==> config.mk <==
export PLATFORM = sky130hd
export DESIGN_NAME = cubic_bezier_point_generator
export DESIGN_NICKNAME = d
export VERILOG_FILES = /design/src/rtl/core/cbpg_pkg.sv /design/src/rtl/core/cubic_bezier_point_generator.sv
export SDC_FILE = /design/constraint.sdc
export NUM_CORES = 2
export LEC_CHECK = 0
export BUFFER_PORTS_ARGS = -buffer_cell sky130_fd_sc_hd__buf_2
export CORE_MARGIN = 2
export CORE_UTILIZATION = 55
export CTS_BUF_LIST = sky130_fd_sc_hd__clkbuf_4 sky130_fd_sc_hd__clkbuf_8 sky130_fd_sc_hd__clkbuf_16
export DETAILED_ROUTE_END_ITERATION = 10
export GPL_ROUTABILITY_DRIVEN = 0
export HOLD_SLACK_MARGIN = 0.1
export PLACE_DENSITY_LB_ADDON = 0.05
export SYNTH_ARGS = -nofsm -noshare
export SYNTH_HDL_FRONTEND = slang
export SYNTH_SLANG_ARGS = --single-unit
==> constraint.sdc <==
create_clock -name clk -period 18 [get_ports clk]
set_input_delay 1.8 -clock clk [delete_from_list [all_inputs] [get_ports clk]]
set_output_delay 1.8 -clock clk [all_outputs]
set_load 0.01 [all_outputs]
==> src/rtl/core/cbpg_pkg.sv <==
// ---------------------------------------------------------------------------
// cbpg_pkg
// Shared types for the cubic Bezier point generator and its checker.
// ---------------------------------------------------------------------------
`default_nettype none

package cbpg_pkg;

	// Signed Q12.4 coordinate
	typedef logic signed [15:0] coord_t;

	// One sampled point as it travels down the pipeline
	typedef struct packed {
		coord_t x;
		coord_t y;
		logic   last;
	} point_t;

endpackage

`default_nettype wire

==> src/rtl/core/cubic_bezier_point_generator.sv <==
// ---------------------------------------------------------------------------
// cubic_bezier_point_generator
// De Casteljau evaluation of a cubic curve at t = k / 2^STEP_BITS.
// ---------------------------------------------------------------------------
// A curve (four control points) is taken when start is high and busy is low.
// The block then emits 2^STEP_BITS + 1 points, k = 0 up to 2^STEP_BITS, one
// per cycle on point_x/point_y with strobe high; the point at k = 2^STEP_BITS
// carries last_point. The first point reaches the ports from the three
// interpolation stages behind the capture register. The step counter sets the
// rate: busy drops in the cycle that issues the last step, so the next curve
// can be taken then and runs follow with no gap. There is no backpressure:
// the receiver must take every word in the cycle its strobe is high.
// ---------------------------------------------------------------------------
`default_nettype none

module cubic_bezier_point_generator
	import cbpg_pkg::*;
#(
	parameter int STEP_BITS = 5
) (
	input  wire logic   clk,
	input  wire logic   arst_n,
	input  wire logic   start,
	output logic        busy,
	input  wire coord_t start_x,
	input  wire coord_t start_y,
	input  wire coord_t ctrl1_x,
	input  wire coord_t ctrl1_y,
	input  wire coord_t ctrl2_x,
	input  wire coord_t ctrl2_y,
	input  wire coord_t end_x,
	input  wire coord_t end_y,
	output logic        strobe,
	output coord_t      point_x,
	output coord_t      point_y,
	output logic        last_point
);

	localparam int STEPS = 1 << STEP_BITS;
	localparam int KW    = STEP_BITS + 1;
	localparam int PW    = 18 + KW;
	localparam logic [KW-1:0] K_LAST = KW'(STEPS);

	// p + floor(k * (q - p) / 2^STEP_BITS); result always lies between p and q
	function automatic coord_t lerp(coord_t p, coord_t q, logic [KW-1:0] k);
		logic signed [16:0]   d;
		logic signed [PW-1:0] prod;
		logic signed [PW-1:0] sh;
		d    = {q[15], q} - {p[15], p};
		prod = PW'(d) * PW'($signed({1'b0, k}));
		sh   = prod >>> STEP_BITS;
		return p + sh[15:0];
	endfunction

	// Curve capture and step counter
	coord_t        ax_q, ay_q, bx_q, by_q, cx_q, cy_q, dx_q, dy_q;
	logic [KW-1:0] k_q;
	logic          active_q;
	logic          accept;
	logic          k_is_last;

	assign k_is_last = (k_q == K_LAST);
	assign busy      = active_q & ~k_is_last;
	assign accept    = start & ~busy;

	always_ff @(posedge clk or negedge arst_n) begin
		if (!arst_n) begin
			active_q <= 1'b0;
			k_q      <= '0;
		end else if (accept) begin
			active_q <= 1'b1;
			k_q      <= '0;
		end else if (active_q) begin
			// drop out after the last step
			active_q <= ~k_is_last;
			k_q      <= k_q + KW'(1);
		end
	end

	always_ff @(posedge clk) begin
		if (accept) begin
			ax_q <= start_x;
			ay_q <= start_y;
			bx_q <= ctrl1_x;
			by_q <= ctrl1_y;
			cx_q <= ctrl2_x;
			cy_q <= ctrl2_y;
			dx_q <= end_x;
			dy_q <= end_y;
		end
	end

	// Stage 1: first-level interpolations
	logic          valid_s1;
	logic          last_s1;
	logic [KW-1:0] k_s1;
	coord_t        abx_s1, aby_s1, bcx_s1, bcy_s1, cdx_s1, cdy_s1;

	// Stage 2: second-level interpolations
	logic          valid_s2;
	logic          last_s2;
	logic [KW-1:0] k_s2;
	coord_t        abcx_s2, abcy_s2, bcdx_s2, bcdy_s2;

	// Stage 3: curve point
	logic          valid_s3;
	point_t        pt_s3;

	always_ff @(posedge clk or negedge arst_n) begin
		if (!arst_n) begin
			valid_s1 <= 1'b0;
			valid_s2 <= 1'b0;
			valid_s3 <= 1'b0;
		end else begin
			valid_s1 <= active_q;
			valid_s2 <= valid_s1;
			valid_s3 <= valid_s2;
		end
	end

	always_ff @(posedge clk) begin
		k_s1    <= k_q;
		last_s1 <= k_is_last;
		abx_s1  <= lerp(ax_q, bx_q, k_q);
		aby_s1  <= lerp(ay_q, by_q, k_q);
		bcx_s1  <= lerp(bx_q, cx_q, k_q);
		bcy_s1  <= lerp(by_q, cy_q, k_q);
		cdx_s1  <= lerp(cx_q, dx_q, k_q);
		cdy_s1  <= lerp(cy_q, dy_q, k_q);

		k_s2    <= k_s1;
		last_s2 <= last_s1;
		abcx_s2 <= lerp(abx_s1, bcx_s1, k_s1);
		abcy_s2 <= lerp(aby_s1, bcy_s1, k_s1);
		bcdx_s2 <= lerp(bcx_s1, cdx_s1, k_s1);
		bcdy_s2 <= lerp(bcy_s1, cdy_s1, k_s1);

		pt_s3.x    <= lerp(abcx_s2, bcdx_s2, k_s2);
		pt_s3.y    <= lerp(abcy_s2, bcdy_s2, k_s2);
		pt_s3.last <= last_s2;
	end

	assign strobe     = valid_s3;
	assign point_x    = pt_s3.x;
	assign point_y    = pt_s3.y;
	assign last_point = valid_s3 & pt_s3.last;

endmodule

`default_nettype wire

==> results.py <==
metrics = {
    "status": {
        "status": "finished, final reports clean",
    },
    "sta": {
        "grt_setup_unrepaired": "no",
        "setup_tns_ns": 0,
        "maxSlewHeadroom": 0.255,
        "max_slew.worst_pin.slew_ns": 1.12,
        "period_minus_slack_ns": 8.23,
        "skew_ns": 0.0563,
        "final_hold_viol_count": 0,
        "min_period_over_period": 0.457,
        "worst_slack_ns": 9.77,
        "maxClockFrequency_mhz": 121,
        "drv_slew": 0,
        "finalSetupViolCount": 0,
    },
    "routing": {
        "routed_wirelength_um": 142000,
        "drc_errors": 0,
        "detail_route.vias_per_cell": 5.33,
        "routed-via-count": 46069,
        "final_antenna_net_count": 0,
        "wire_per_inst_um": 16.5,
        "detailedRoute.firstIterationViolations": 1833,
        "detail_route.first_pass.iterations": 5,
    },
    "worst_setup_path": {
        "startpoint_type": "register",
        "crit_required_ns": 18.50,
        "worst_reg_to_reg_setup_slack_ns": 9.77,
        "timing.critical_path.slowest_stage_cell": "sky130_fd_sc_hd__fa_1",
        "timing.reg2reg.worst_path_depth": 32,
        "timing.setup.critical_path_class": "register to register",
        "critPathBufInv": 3,
        "critical_path.reg2reg.startpoint": "cdx_s1[0]",
        "critPathMaxStageDelay_ns": 0.50,
        "crit_path_end_kind": "register",
        "worstReg2RegEnd": "bcdx_s2[15]",
        "critical_path.max_fanout": 7,
        "arrival_ns": 8.74,
        "cp_top_family": "adder cells",
        "timing.critical_path.mode_cell": "sky130_fd_sc_hd__fa_1",
    },
    "synth": {
        "synth_xor_xnor_area_share": 0.0763,
        "synthMostInstantiatedCell": "sky130_fd_sc_hd__inv_1",
        "ys_ff_latch": 345,
        "synth.lib_cells_used.distinct": 97,
        "synthAdderAreaFrac": 0.417,
        "yosys.area_share.simple": 0.188,
        "fraction_of_registers_with_async_set_or_reset_after_synthesis": 0.0290,
        "yosys_warnings": 0,
        "synth.area.top_cells": "sky130_fd_sc_hd__fa_1 25%, sky130_fd_sc_hd__ha_1 17%, sky130_fd_sc_hd__and2_1 7.7%",
        "netlist.area_leader.share": 0.246,
        "synth_top_family_by_area": "adder cells",
        "syn_nets": 8790,
        "top_cell_type_by_total_area_after_synthesis": "sky130_fd_sc_hd__fa_1",
        "synth_top_cells_by_count": "1256 x sky130_fd_sc_hd__inv_1, 854 x sky130_fd_sc_hd__ha_1, 769 x sky130_fd_sc_hd__and2_1",
        "netlist_area_sq_mm": 0.0624,
        "synthFlopType": "sky130_fd_sc_hd__dfxtp_1",
        "post_synth_mux_area_share": 0.00116,
        "seq_area_frac_synth": 0.132,
        "synthCells": 7037,
        "synth_area_per_cell_sq_um": 8.87,
        "synth_enable_flop_cells": 128,
        "synth-compound-area-share": 0.0978,
    },
    "floorplan": {
        "initial_utilization": 0.555,
        "num_io_pins": 166,
        "floorplan.core_area_sq_mm": 0.112,
        "die_height_um": 341,
        "die_w_um": 341,
        "die_outline_area_sq_mm": 0.116,
        "floorplan.rows": 123,
    },
    "cts": {
        "cts-buffers-inserted": 50,
        "clock_latency_at_the_later_pin_of_the_worst_skew_pair_ns": 0.67,
        "path_clk_slew_ns": 0.06,
        "cts.root.buffer_cell": "sky130_fd_sc_hd__clkbuf_16",
        "cts.repair_timing.setup_buffer_count": 0,
        "cts_max_level": 2,
        "cts_hold_buffers": 0,
        "clockBufferDepth": 3,
        "post_cts_resize_count": 0,
        "cts_num_sinks": 345,
        "cts_tree": "done",
    },
    "grt": {
        "total_global_routing_track_utilization": 0.249,
        "grt_first_pass_wirelength_um": 235000,
        "globalRouteOverflowTotal": 0,
        "antenna_found_initial": 2,
        "first_global_vias": 48418,
        "grt_start_max_net_pins": 92,
    },
    "placement": {
        "place_worst_setup_slack_ns": 9.80,
        "buffer_ports.inserted": 165,
        "dp_hpwl_um": 117000,
        "post-place-cells": 8553,
    },
    "layout": {
        "non_filler_instance_count_after_layout": 8648,
        "post_route_cells_drive_above_1_share": 0.0501,
        "post-route-util": 0.589,
        "design.final.nets": 8858,
        "area_growth_pct": 6.21,
    },
    "job": {
        "max_cap_viol_count": 0,
    },
    "worst_hold_path": {
        "depth_of_the_worst_hold_timing_path": 0,
        "worstHoldStart": "last_s1",
        "hold_path_class": "register to register",
        "min_to": "last_s2",
    },
}
==> cell usage in the layout, fill, tap and decap left out, types with 10 or more instances in the layout <==
master,instances
sky130_fd_sc_hd__a31oi_1,15
sky130_fd_sc_hd__o311ai_0,10
sky130_fd_sc_hd__nand2_1,444
sky130_fd_sc_hd__a2111oi_0,11
sky130_fd_sc_hd__and2_1,768
sky130_fd_sc_hd__buf_2,165
sky130_fd_sc_hd__nand2b_1,77
sky130_fd_sc_hd__inv_1,1256
sky130_fd_sc_hd__xnor2_1,388
sky130_fd_sc_hd__o21ai_1,11
sky130_fd_sc_hd__xor2_1,111
sky130_fd_sc_hd__a211oi_1,38
sky130_fd_sc_hd__clkinv_2,12
sky130_fd_sc_hd__fa_1,768
sky130_fd_sc_hd__xnor3_1,13
sky130_fd_sc_hd__o21bai_1,52
sky130_fd_sc_hd__nor4_1,25
sky130_fd_sc_hd__buf_4,20
sky130_fd_sc_hd__o21ai_0,122
sky130_fd_sc_hd__ha_1,854
sky130_fd_sc_hd__clkbuf_16,53
sky130_fd_sc_hd__edfxtp_1,128
sky130_fd_sc_hd__a21o_1,73
sky130_fd_sc_hd__o31ai_1,22
sky130_fd_sc_hd__o211ai_1,20
sky130_fd_sc_hd__a211o_1,14
sky130_fd_sc_hd__nor3_1,138
sky130_fd_sc_hd__or2_2,18
sky130_fd_sc_hd__dfxtp_1,201
sky130_fd_sc_hd__nor2_1,344
sky130_fd_sc_hd__nand3_1,97
sky130_fd_sc_hd__nand4_1,21
sky130_fd_sc_hd__o41ai_1,12
sky130_fd_sc_hd__and3_1,31
sky130_fd_sc_hd__o21a_1,97
sky130_fd_sc_hd__nor2b_1,173
sky130_fd_sc_hd__o2111ai_1,11
sky130_fd_sc_hd__a21oi_1,282
sky130_fd_sc_hd__or3_1,51
==> cells by family (layout without fill, tap and decap cells) <==
logic type,Yosys count,count (layout)
other cells,0,1
mux,7,7
buf+inv,1425,1535
simple gates,2222,2222
flops,345,345
xor+xnor,518,518
fa+ha+maj,1622,1622
compound gates,898,898
==> stage by stage <==
step	cell area [sq um]	hold WS, ns
finish	66300	0.330
detailed placement	64600	0.318
global route	66300	0.337
CTS	66300	0.333
global placement	64600	0.318
floorplan	62400	0.310
==> worst register-to-register path: cells and delay by family, from the launching register on <==
family          cells  cell delay [ns]
buf+inv             3             0.14
xor+xnor            4             1.18
compound gates     11             2.32
flops               1             0.32
fa+ha+maj           8             3.20
simple gates        6             0.91
==> area by class of cell <==
type	count	area, sq um
diodes	1	2.50
clock buffers	63	1430
clock inverters	31	313
fillers	10062	46200
inverters	1256	4710
multi-input cells	5267	48700
flip-flops and latches	345	8260
well taps	1500	1880
repair buffers	185	976
==> layer usage <==
metal	track usage	part of all wire
met5	0	0
met4	0.0709	0.027
met3	0.0233	0.032
met2	0.441	0.48
met1	0.324	0.46
==> worst max path at each step <==
stage | startpoint | end | slack, ns | cells after the start
floorplan | bcx_s1[1] | bcdx_s2[15] | 10.54 | 30
global placement | cdx_s1[0] | bcdx_s2[15] | 9.97 | 32
detailed placement | bcx_s1[1] | bcdx_s2[15] | 9.80 | 29
CTS | cdx_s1[0] | bcdx_s2[15] | 9.76 | 32
global route | cdx_s1[0] | bcdx_s2[14] | 9.11 | 33
finish | cdx_s1[0] | bcdx_s2[15] | 9.77 | 32
Power is not shown: default switching activity piles up to over one toggle a cycle in this logic, so the estimate is an artifact.
